<file path="config.mk">
export PLATFORM = sky130hd
export DESIGN_NAME = keypad_up_down_alarm_timer_unit_flat
export DESIGN_NICKNAME = d
export VERILOG_FILES = /design/src/rtl/core/kudat_pkg.sv /design/src/rtl/core/kudat_if.sv /design/src/rtl/core/keypad_up_down_alarm_timer_unit.sv /design/src/flat_wrapper.sv
export SDC_FILE = /design/constraint.sdc
export NUM_CORES = 1
export LEC_CHECK = 0
export ABC_AREA = 0
export BUFFER_PORTS_ARGS = -buffer_cell sky130_fd_sc_hd__buf_2
export CAP_MARGIN = 10
export CORE_UTILIZATION = 35
export CTS_CLUSTER_DIAMETER = 80
export CTS_CLUSTER_SIZE = 28
export DETAILED_ROUTE_END_ITERATION = 10
export SLEW_MARGIN = 10
export SYNTH_ARGS = -nofsm -noshare
export SYNTH_HDL_FRONTEND = slang
export SYNTH_SLANG_ARGS = --single-unit
</file>
<file path="constraint.sdc">
create_clock -name clk -period 4.4 [get_ports clk]
set_input_delay 0 -clock clk [delete_from_list [all_inputs] [get_ports clk]]
set_output_delay 0 -clock clk [all_outputs]
set_load 0.01 [all_outputs]
</file>
<file path="src/rtl/core/kudat_pkg.sv">
// ---------------------------------------------------------------------------
// kudat_pkg
// Phase codes and time limits of the up/down alarm timer.
// ---------------------------------------------------------------------------
package kudat_pkg;

	typedef enum logic [2:0] {
		PH_CD_START = 3'd0,
		PH_CD_ENTRY = 3'd1,
		PH_CD_RUN   = 3'd2,
		PH_CD_END   = 3'd3,
		PH_CU_START = 3'd4,
		PH_CU_ENTRY = 3'd5,
		PH_CU_RUN   = 3'd6,
		PH_CU_END   = 3'd7
	} phase_t;

	localparam logic [5:0] SEC_MAX = 6'd59;
	localparam logic [3:0] MIN_MAX = 4'd9;

endpackage

</file>
<file path="src/rtl/core/kudat_if.sv">
// ---------------------------------------------------------------------------
// kudat_in_if / kudat_out_if
// Valid/ready channels for timer events and for timer status words.
// ---------------------------------------------------------------------------
interface kudat_in_if;
	logic       valid;
	logic       ready;
	logic       mode;
	logic [3:0] key;

	modport source (output valid, output mode, output key, input ready);
	modport sink   (input valid, input mode, input key, output ready);
endinterface

interface kudat_out_if;
	logic       valid;
	logic       ready;
	logic [2:0] phase;
	logic [3:0] shown_minutes;
	logic [5:0] shown_seconds;
	logic       alarm_on;

	modport source (output valid, output phase, output shown_minutes,
		output shown_seconds, output alarm_on, input ready);
	modport sink   (input valid, input phase, input shown_minutes,
		input shown_seconds, input alarm_on, output ready);
endinterface

</file>
<file path="src/rtl/core/keypad_up_down_alarm_timer_unit.sv">
// ---------------------------------------------------------------------------
// keypad_up_down_alarm_timer_unit
// Eight-phase minutes/seconds timer driven by key and one-second tick words.
// ---------------------------------------------------------------------------
// Every event word (a decoded key or a one-second tick) produces exactly one
// status word: phase, shown minutes and seconds, and the alarm flag. One word
// is taken per cycle while the output is not stalled; an event is held first
// in the input register and its status word then in the result register,
// which presents it, with the whole state update done in one pass between them. A
// stalled output backs up into the input register before ready drops.
module keypad_up_down_alarm_timer_unit (
	input  logic        clk,
	input  logic        arst_n,
	kudat_in_if.sink    in,
	kudat_out_if.source out
);
	import kudat_pkg::*;

	localparam logic [3:0] KEY_0 = 4'd0;
	localparam logic [3:0] KEY_9 = 4'd9;
	localparam logic [3:0] KEY_A = 4'd10;
	localparam logic [3:0] KEY_B = 4'd11;
	localparam logic [3:0] KEY_C = 4'd12;
	localparam logic [3:0] KEY_D = 4'd13;
	localparam logic [3:0] TENS_MAX = 4'd5;
	localparam logic [5:0] RADIX = 6'd10;

	typedef struct packed {
		phase_t     phase;
		logic [3:0] tgt_min;
		logic [5:0] tgt_sec;
		logic [3:0] ela_min;
		logic [5:0] ela_sec;
		logic [1:0] digits;
		logic       count_up;
	} timer_state_t;

	timer_state_t state_q, nxt;

	logic       valid_s1;
	logic       mode_s1;
	logic [3:0] key_s1;

	logic       out_valid_q;
	phase_t     phase_s2;
	logic [3:0] minutes_s2;
	logic [5:0] seconds_s2;
	logic       alarm_s2;

	logic       advance;
	logic       in_start, in_entry;
	logic [5:0] sec_shifted;
	logic       show_elapsed;

	assign advance  = !out_valid_q || out.ready;
	assign in.ready = !valid_s1 || advance;

	assign in_start = (state_q.phase == PH_CD_START) || (state_q.phase == PH_CU_START);
	assign in_entry = (state_q.phase == PH_CD_ENTRY) || (state_q.phase == PH_CU_ENTRY);
	assign sec_shifted = 6'(state_q.tgt_sec * RADIX + {2'b00, key_s1});

	always_comb begin
		nxt = state_q;
		if (mode_s1) begin
			if (state_q.phase == PH_CD_RUN) begin
				if (state_q.tgt_sec == '0) begin
					if (state_q.tgt_min == '0) begin
						nxt.phase = PH_CD_END;
					end else begin
						nxt.tgt_min = state_q.tgt_min - 4'd1;
						nxt.tgt_sec = SEC_MAX;
					end
				end else begin
					nxt.tgt_sec = state_q.tgt_sec - 6'd1;
				end
			end else if (state_q.phase == PH_CU_RUN) begin
				if (state_q.ela_sec == state_q.tgt_sec && state_q.ela_min == state_q.tgt_min) begin
					nxt.phase = PH_CU_END;
				end else if (state_q.ela_sec >= SEC_MAX) begin
					nxt.ela_sec = '0;
					nxt.ela_min = state_q.ela_min + 4'd1;
				end else begin
					nxt.ela_sec = state_q.ela_sec + 6'd1;
				end
			end
		end else begin
			unique case (key_s1) inside
				[KEY_0:KEY_9]: begin
					if (in_entry) begin
						case (state_q.digits)
							2'd0: begin
								nxt.tgt_min = key_s1;
								nxt.digits  = 2'd1;
							end
							2'd1: begin
								// tens of seconds: refuse 6 and above
								if (key_s1 <= TENS_MAX) begin
									nxt.tgt_sec = sec_shifted;
									nxt.digits  = 2'd2;
								end
							end
							2'd2: begin
								nxt.tgt_sec = sec_shifted;
								nxt.digits  = 2'd3;
							end
							default: ;
						endcase
					end
				end
				KEY_A: begin
					if (in_entry) nxt.phase = phase_t'(state_q.phase + 3'd1);
				end
				KEY_B: begin
					nxt.phase   = state_q.count_up ? PH_CU_START : PH_CD_START;
					nxt.tgt_min = '0;
					nxt.tgt_sec = '0;
					nxt.ela_min = '0;
					nxt.ela_sec = '0;
					nxt.digits  = '0;
				end
				KEY_C: begin
					if (in_start) begin
						nxt.count_up = !state_q.count_up;
						nxt.phase    = state_q.count_up ? PH_CD_START : PH_CU_START;
						nxt.tgt_min  = '0;
						nxt.tgt_sec  = '0;
						nxt.ela_min  = '0;
						nxt.ela_sec  = '0;
						nxt.digits   = '0;
					end
				end
				KEY_D: begin
					if (in_start) nxt.phase = phase_t'(state_q.phase + 3'd1);
				end
				default: ;
			endcase
		end
	end

	assign show_elapsed = (nxt.phase == PH_CU_RUN) || (nxt.phase == PH_CU_END);

	always_ff @(posedge clk or negedge arst_n) begin
		if (!arst_n) begin
			valid_s1    <= 1'b0;
			out_valid_q <= 1'b0;
			state_q     <= '{phase: PH_CD_START, default: '0};
		end else begin
			if (in.valid && in.ready) begin
				valid_s1 <= 1'b1;
			end else if (advance) begin
				valid_s1 <= 1'b0;
			end
			if (advance) begin
				out_valid_q <= valid_s1;
				if (valid_s1) state_q <= nxt;
			end
		end
	end

	// payload registers: no reset
	always_ff @(posedge clk) begin
		if (in.valid && in.ready) begin
			mode_s1 <= in.mode;
			key_s1  <= in.key;
		end
		if (advance && valid_s1) begin
			phase_s2   <= nxt.phase;
			minutes_s2 <= show_elapsed ? nxt.ela_min : nxt.tgt_min;
			seconds_s2 <= show_elapsed ? nxt.ela_sec : nxt.tgt_sec;
			alarm_s2   <= (nxt.phase == PH_CD_END) || (nxt.phase == PH_CU_END);
		end
	end

	assign out.valid         = out_valid_q;
	assign out.phase         = phase_s2;
	assign out.shown_minutes = minutes_s2;
	assign out.shown_seconds = seconds_s2;
	assign out.alarm_on      = alarm_s2;

endmodule

</file>
<file path="src/flat_wrapper.sv">
// flat-port wrapper written by rule: the top's interface ports become plain ports
module keypad_up_down_alarm_timer_unit_flat import kudat_pkg::*;
  (clk, arst_n, in_valid, in_mode, in_key, in_ready, out_valid, out_phase, out_shown_minutes, out_shown_seconds, out_alarm_on, out_ready);
  kudat_in_if in_i ();
  kudat_out_if out_i ();
  input  logic clk;
  input  logic arst_n;
  input wire logic [$bits(in_i.valid)-1:0] in_valid;
  input wire logic [$bits(in_i.mode)-1:0] in_mode;
  input wire logic [$bits(in_i.key)-1:0] in_key;
  output wire logic [$bits(in_i.ready)-1:0] in_ready;
  output wire logic [$bits(out_i.valid)-1:0] out_valid;
  output wire logic [$bits(out_i.phase)-1:0] out_phase;
  output wire logic [$bits(out_i.shown_minutes)-1:0] out_shown_minutes;
  output wire logic [$bits(out_i.shown_seconds)-1:0] out_shown_seconds;
  output wire logic [$bits(out_i.alarm_on)-1:0] out_alarm_on;
  input wire logic [$bits(out_i.ready)-1:0] out_ready;
  assign in_i.valid = in_valid;
  assign in_i.mode = in_mode;
  assign in_i.key = in_key;
  assign in_ready = in_i.ready;
  assign out_valid = out_i.valid;
  assign out_phase = out_i.phase;
  assign out_shown_minutes = out_i.shown_minutes;
  assign out_shown_seconds = out_i.shown_seconds;
  assign out_alarm_on = out_i.alarm_on;
  assign out_i.ready = out_ready;
  keypad_up_down_alarm_timer_unit u_core (.clk(clk), .arst_n(arst_n), .in(in_i), .out(out_i));
endmodule
</file>
==> results of run 1 <==
cells in the mapped netlist (3+ instances only):
cell       n
nand4_1    4
ha_1      19
nand3_1   16
edfxtp_1  19
dfrtp_1   28
and2_1     3
inv_1     21
and3_1     3
o21ai_0   22
o221ai_1   3
mux2_4     6
nor2b_1    7
mux2_2    10
a31oi_1    5
o21ai_1    8
a21oi_1   13
buf_4      3
o31ai_1    5
xnor2_1   15
nor2_1    14
nand2b_1  14
nor3_1     4
o21a_1     3
or3_1      5
o22ai_1    3
o32ai_1    4
buf_2     12
nand2_1   36
mux2i_1    7
flip-flops by register name (all words and copies together) (netlist names), 3 cells and up:
register,cells
u_core.state_q,26
u_core.key_s1,4
u_core.out.shown_seconds,6
u_core.out.phase,3
u_core.out.shown_minutes,4
cell usage in the layout, fill, tap and decap left out, types with 3 or more instances in the layout:
cell type / count
nor2b_1: 7
o31ai_1: 5
a21oi_1: 13
or3_1: 5
inv_1: 21
o21ai_1: 8
o22ai_1: 3
o21a_1: 3
edfxtp_1: 19
nor3_1: 4
mux2_4: 6
a31oi_1: 5
and2_1: 3
nand4_1: 4
dlygate4sd3_1: 9
buf_2: 24
nand2_1: 36
clkbuf_8: 6
ha_1: 19
o21ai_0: 22
mux2i_1: 7
xnor2_1: 15
nor2_1: 14
and3_1: 3
o32ai_1: 4
o221ai_1: 3
nand2b_1: 14
mux2_2: 10
dfrtp_1: 28
nand3_1: 16
area by class of cell:
class                      count  area, um2  area share (%)
clock buffer                   6      82.58           2.103
sequential                    47       1271           32.38
inverter                      22      82.58           2.103
timing repair buffer          34      217.7           5.545
multi-input combinational    284       2067           52.64
clock inverter                 2      38.79          0.9879
tap                          133      166.4           4.238
per-stage QoR:
| stage | utilization (%) | hold WS [ns] |
|---|---|---|
| after floorplan | - | -0.2956 |
| after CTS | 40.17 | 0.2975 |
| final | 40.17 | 0.2773 |
| after global placement | 38.01 | 0.1041 |
| after global routing | 40.17 | 0.3418 |
| after detailed placement | 38.01 | 0.09773 |
worst max-delay path, cell delays in order, from the launching register on:
cell and delay [ns]:
dfrtp_1 0.46, inv_1 0.12, ha_1 0.33, nand3_1 0.25
nor4_2 0.50, nor3_2 0.16, nor2b_4 0.41, mux2_4 0.34
metal layers:
| layer | up-vias | part of all wire (%) | GRT usage [%] |
|---|---|---|---|
| li1 | 1414 | - | - |
| met1 | 1358 | 47 | 23.26 |
| met2 | 84 | 47 | 27.79 |
| met3 | 8 | 3.9 | 2.441 |
| met4 | 0 | 1.5 | 5.495 |
| met5 | - | 0 | 0 |
worst max path at each step:
stage,from,endpoint,slack (ns),cells after the start
global placement,u_core.state_q[23],u_core.out.shown_seconds[4],1.58,7
floorplan,u_core.state_q[24],u_core.out.shown_minutes[3],2.14,9
global route,u_core.state_q[23],u_core.out.shown_minutes[3],1.41,7
detailed placement,u_core.state_q[23],u_core.out.shown_minutes[3],1.56,7
finish,u_core.state_q[23],u_core.out.shown_seconds[2],1.59,7
CTS,u_core.state_q[23],u_core.out.shown_minutes[3],1.54,7
cell families (layout without fill, tap and decap cells):
logic type               after synthesis  after routing  share of synthesized area (%)
AO/OA/AOI/OAI                         95             95                          18.25
XOR/XNOR                              16             16                          3.962
adder cells (fa/ha/maj)               20             20                          7.287
buffers and inverters                 42             64                          5.624
flip-flops                            47             47                          35.94
multiplexers                          24             24                          8.030
AND/OR/NAND/NOR                      129            129                          20.91
power by group through the flow:
stage,Sequential (mW),Combinational [mW],Clock [mW]
6_report,0.736,1.06,0.352
5_1_grt,0.758,1.19,0.383
4_1_cts,0.734,1.07,0.362
3_5_place_dp,0.743,1.05,0
3_3_place_gp,0.738,1.04,0
2_1_floorplan,0.686,0.885,0
==> results.md, run 1 <==
## Outcome
* finished clean — run status

## Power
* 16.4% — Clk network pwr share
* 1.245 mW — internal power summed over all cells
* 42.10% — sw frac
* 0.9050 mW — Net Switching
* 547.5 nW/um2 — power density normalized to cell area
* 34.2% — fraction of power consumed by sequential logic
* 49.4% — relative contribution of combinational cells to total power
* 2.150 mW — final total power
* 1.570 nW — leakage power of the design
* 0.2730 mV — worst-case vdd ir drop

## Final layout
* 984 — Fill cells
* 0 — # diodes
* 15.95% — share of layout cells above drive strength 1
* 3926 um2 — final cell area excluding filler cells
* 11.00% — Area growth syn-to-layout
* 423 — count of nets after finishing
* 528 — post-route insts no fill

## Timing
* 2.810 ns — min cycle time layout
* 0 — number of hold violations in the final report
* 0 — final number of max-transition violations
* 0 — Setup violations, final
* 1.024 ns — Tightest Pin Transition
* no — RSZ-0062 raised after global routing
* 355.9 MHz — achievable clock frequency
* 0 ns — post-route setup TNS
* 1.590 ns — post-route worst setup slack
* 63.86% — final worst-path cycle share
* 0.006089 ns — final worst clock skew
* 31.66% — tightest slew margin relative to the limit

## Yosys
* 35.94% — sequential area share after synthesis
* 47 — number of register bits inferred by synthesis
* 402 — number of nets produced by synthesis
* dfrtp_1 — top cell type by total area after synthesis
* 3537 um2 — post-synthesis cell area
* 0 — Syn. warnings
* 19.81% — portion of synthesized cell area occupied by the leading cell type
* dfrtp_1 — Primary FF master, synth
* 9.483 um2 — Avg Inst Size Synth
* 19 — EDFF count, synth
* 76 — count of distinct cell types in the synthesized netlist
* 59.57% — fraction of registers with async set/reset
* dfrtp_1 (20%), edfxtp_1 (16%), ha_1 (6.7%), nand2_1 (3.8%), xnor2_1 (3.7%) — top cells by area, synth
* 373 — cells after synthesis

## GRT
* 17.04% — Global Route Usage Sum
* 2802 — number of global-route vias before repair
* 0 — GRT overflow
* 29 — pin count of the biggest net entering global routing
* 13.79 mm — global-route wire length before repair
* 0 — initial antenna violation count

## Floorplanning
* 10510 um2 — die area
* 102.5 um — vertical die dimension
* 9774 um2 — CORE AREA
* 36 — total number of placement rows
* 25 — number of primary I/O pins
* 36.19% — Starting Density
* 102.5 um — die width

## Clocking
* clkbuf_8 — root buf cell
* 9 — number of hold-repair buffers added at the cts stage
* 0 — quantity of gates resized following cts
* 2 — Max Buffers Root-to-Sink
* 0.30 ns — clock latency on the worst-skew pair
* done — CTS tree
* 2 — H-tree lvl count
* 0.10 ns — clock edge transition at the registers on the reported setup and hold paths
* 0 — buffers inserted during post-CTS setup optimization
* 47 — clock sink count
* 5 — cts bufs inserted

## Place
* 5.956 mm — post-DP HPWL
* 24 — input/output buffers
* 3715 um2 — placed cell area
* 511 — number of placed cells counting well taps
* 0.8735 — final weighted congestion of routability-driven global placement
* 1.557 ns — pre-CTS worst setup slack

## Route
* 5 — number of iterations in the first detailed-routing pass
* 0 — number of antenna-violating nets in the routed design
* 8.236 mm — final wirelength
* 0 — DRC
* 5.424 — vias per inst
* 284 — number of DRC markers in iteration 0
* 15.60 um — average wire per cell in the routed design
* 2864 — routed vias

## Critical path
* u_core.state_q[23] — worst reg2reg path startpoint
* 1.59 ns — Register-to-Register Setup Slack
* 7 — Reg2Reg Depth
* 10 — Critical Path Fanout Max
* flip-flop — Critical Path Sink Type
* flip-flop — startpoint class of the critical path
* u_core.out.shown_seconds[2] — end of the worst register-to-register path
* 4.46 ns — data required time at the worst endpoint
* 2.87 ns — arrival time of the worst setup path
* flip-flop to flip-flop — Setup Crit Path Kind

## Worst hold path
* input port to asynchronous set/reset pin — type of the worst min-delay path

## Job
* 0 — count of max-cap constraint violations

(Power assumes the default switching activity.)
==> run 2: changes to the inputs <==
clock period = 2.3 ns   (was 4.4 ns; I/O delays follow)
==> results.md, run 2 (synthesis gave the netlist of run 1 again) <==
## Clocking
* 0.10 ns — clock edge transition at the registers on the reported setup and hold paths, about the same
* clkbuf_8 — root buf cell
* 2 — Max Buffers Root-to-Sink, unchanged
* 47 — clock sink count, unchanged
* 5 — cts bufs inserted, unchanged
* done — CTS tree
* 2 — H-tree lvl count, unchanged
* 0.30 ns — clock latency on the worst-skew pair, about the same

## Timing
* yes — RSZ-0062 raised after global routing
* 0.7332 ns — Tightest Pin Transition, -0.2909 ns
* -0.3292 ns — post-route setup TNS, -0.3292 ns
* 102.9% — final worst-path cycle share, +39 points
* -0.06604 ns — post-route worst setup slack, -1.656 ns
* 2.366 ns — min cycle time layout, -0.4436 ns
* 0 — final number of max-transition violations, unchanged
* 51.12% — tightest slew margin relative to the limit, +19 points
* 0.2869 ns — final hold slack, +0.009683 ns
* 0 — number of hold violations in the final report, unchanged
* 6 — Setup violations, final, +6
* 422.6 MHz — achievable clock frequency, +19%
* 0.009965 ns — final worst clock skew, +0.003876 ns

## Critical path
* flip-flop to flip-flop — Setup Crit Path Kind
* 7 — Critical Path Fanout Max, -3
* -0.07 ns — Register-to-Register Setup Slack, -1.66 ns
* buf_4 — Worst path most repeated cell
* or4_1 — cell with the largest stage delay on the worst path
* flip-flop — Critical Path Sink Type
* 2.43 ns — arrival time of the worst setup path, -0.44 ns
* 0.55 ns — CP max stage delay, +0.05 ns
* u_core.state_q[14] — worst reg2reg path startpoint
* simple AND/OR/NAND/NOR gates — largest delay contributor family on the critical path
* u_core.out.shown_minutes[3] — end of the worst register-to-register path
* 3 — Bufs and invs on worst path, +2
* flip-flop — startpoint class of the critical path
* buf_4, buf_4, xnor2_2, nand2_1, buf_6, nor3_4, or4_1, mux2i_1, mux2_4 — chain of cells forming the critical path
* 2.37 ns — data required time at the worst endpoint, -2.09 ns
* 9 — Reg2Reg Depth, +2

## Power
* 0.4600 mV — worst-case vdd ir drop, +69%
* 2.038 nW — leakage power of the design, +30%
* 5.333 mW — final total power, +150%
* 1095 nW/um2 — power density normalized to cell area, +100%

## Final layout
* 0 — # diodes, unchanged
* 37.71% — Area growth syn-to-layout
* 896 — Fill cells, -8.9%
* u_core.state_q — Reg with most FFs
* buf_4 (83), nand2_1 (36), buf_2 (24), dfrtp_1 (24), o21ai_0 (20) — most frequent cells in the layout
* 512 — count of nets after finishing, +21%
* 26 — max FFs per register, unchanged
* buf_4 — leading cell type in the layout, fill and taps excluded
* 39.46% — share of layout cells above drive strength 1, +24 points
* 617 — post-route insts no fill, +17%

## Route
* 3329 — routed vias, +16%
* 5.395 — vias per inst, -0.53%
* 176 — number of DRC markers in iteration 0, -38%
* 0 — number of antenna-violating nets in the routed design, unchanged
* 5 — number of iterations in the first detailed-routing pass, unchanged
* 0 — DRC, unchanged
* 16.14 um — average wire per cell in the routed design, +3.5%
* 9.960 mm — final wirelength, +21%

## Floorplanning
* 25 — number of primary I/O pins, unchanged
* 36 — total number of placement rows, unchanged
* 36.19% — Starting Density, unchanged
* 10510 um2 — die area, unchanged
* 102.5 um — die width, unchanged
* 102.5 um — vertical die dimension, unchanged
* 9774 um2 — CORE AREA, unchanged

## Place
* 584 — number of placed cells counting well taps, +14%
* 0.8587 — final weighted congestion of routability-driven global placement, -1.7%
* -0.1537 ns — pre-CTS worst setup slack, -1.711 ns
* 24 — input/output buffers, unchanged
* 7.058 mm — post-DP HPWL, +19%

## GRT
* 0 — initial antenna violation count, unchanged
* 3150 — number of global-route vias before repair, +12%
* 15.66 mm — global-route wire length before repair, +14%
* 26.51% — grt met1 use, +3.3 points
* 29 — pin count of the biggest net entering global routing, unchanged
* 19.21% — Global Route Usage Sum, +2.2 points
* 0 — GRT overflow, unchanged
* 31.74% — met2 track utilization from global routing, +3.9 points
* 2.712% — met3 Usage GRT, +0.27 points
* met2 — gr busiest metal

## Job
* 0 — count of max-cap constraint violations, unchanged

## Worst hold path
* input port to asynchronous set/reset pin — type of the worst min-delay path

## Outcome
* setup timing — failing checks
* finished, violations left — run status

-- run 2: cell types whose count changed in the layout (fill, tap and decap cells not counted), sizes merged --
cell | before | now
buf | 25 | 114
bufinv | 1 | 0
clkdlybuf4s15 | 0 | 1
clkinv | 0 | 2
dlygate4sd3 | 9 | 8
inv | 23 | 22
-- run 2: final cells by class --
| cell class | count | area, um2 | area share [%] |
|---|---|---|---|
| Timing Repair Buffer | 123 | 930.9 | 19.11 |
| Multi-Input combinational cell | 284 | 2328 | 47.80 |
| Clock inverter | 2 | 13.76 | 0.2826 |
| Sequential cell | 47 | 1276 | 26.20 |
| Tap cell | 133 | 166.4 | 3.416 |
| Clock buffer | 6 | 72.57 | 1.490 |
| Inverter | 22 | 82.58 | 1.695 |
-- run 2: power by group --
group | total (mW) | switching [mW] | internal (mW)
logic | 3.44 | 1.65 | 1.79
clock network | 0.531 | 0.315 | 0.216
registers | 1.36 | 0.237 | 1.12
total | 5.33 | 2.21 | 3.13
-- run 2: repair_timing --
action | in CTS | in global routing
pin swaps | 2 | 26
hold endpoints to repair | 35 | 0
hold buffers | 8 | 0
cloned | 0 | 1
setup buffers | 1 | 17
gates resized for setup | 3 | 57
endpoints found under the setup margin | 9 | 20
-- run 2: worst reg2reg max path: cells and delay by family, from the launching register on --
family	cells	cell delay (ns)
flops	1	0.43
mux	2	0.41
buf+inv	3	0.42
simple gates	3	0.74
xor+xnor	1	0.13
-- run 2: layer usage --
metal | share of wire, % | up-vias
met1 | 46 | 1646
met2 | 50 | 77
met3 | 3.1 | 11
met4 | 1.0 | 0
met5 | 0 | -
li1 | - | 1595
-- run 2: stage by stage --
| step | utilization (%) | instance area [um2] |
|---|---|---|
| finish | 49.83 | 4871 |
| global route | 49.83 | 4871 |
| CTS | 45.79 | 4476 |
| detailed placement | 43.87 | 4288 |
| global placement | 43.87 | 4288 |
| floorplan | - | 3537 |
-- run 2: worst max path at each step --
stage / startpoint / endpoint / slack [ns] / cells after the start
after floorplan: u_core.state_q[24] / u_core.out.shown_minutes[3] / 0.04 / 9
after global placement: u_core.state_q[14] / u_core.out.shown_minutes[3] / -0.17 / 9
after detailed placement: u_core.state_q[13] / u_core.out.shown_seconds[4] / -0.15 / 9
after CTS: u_core.state_q[24] / u_core.out.shown_minutes[3] / -0.03 / 10
after global routing: u_core.state_q[20] / u_core.out.shown_minutes[3] / -0.15 / 9
final: u_core.state_q[14] / u_core.out.shown_minutes[3] / -0.07 / 9
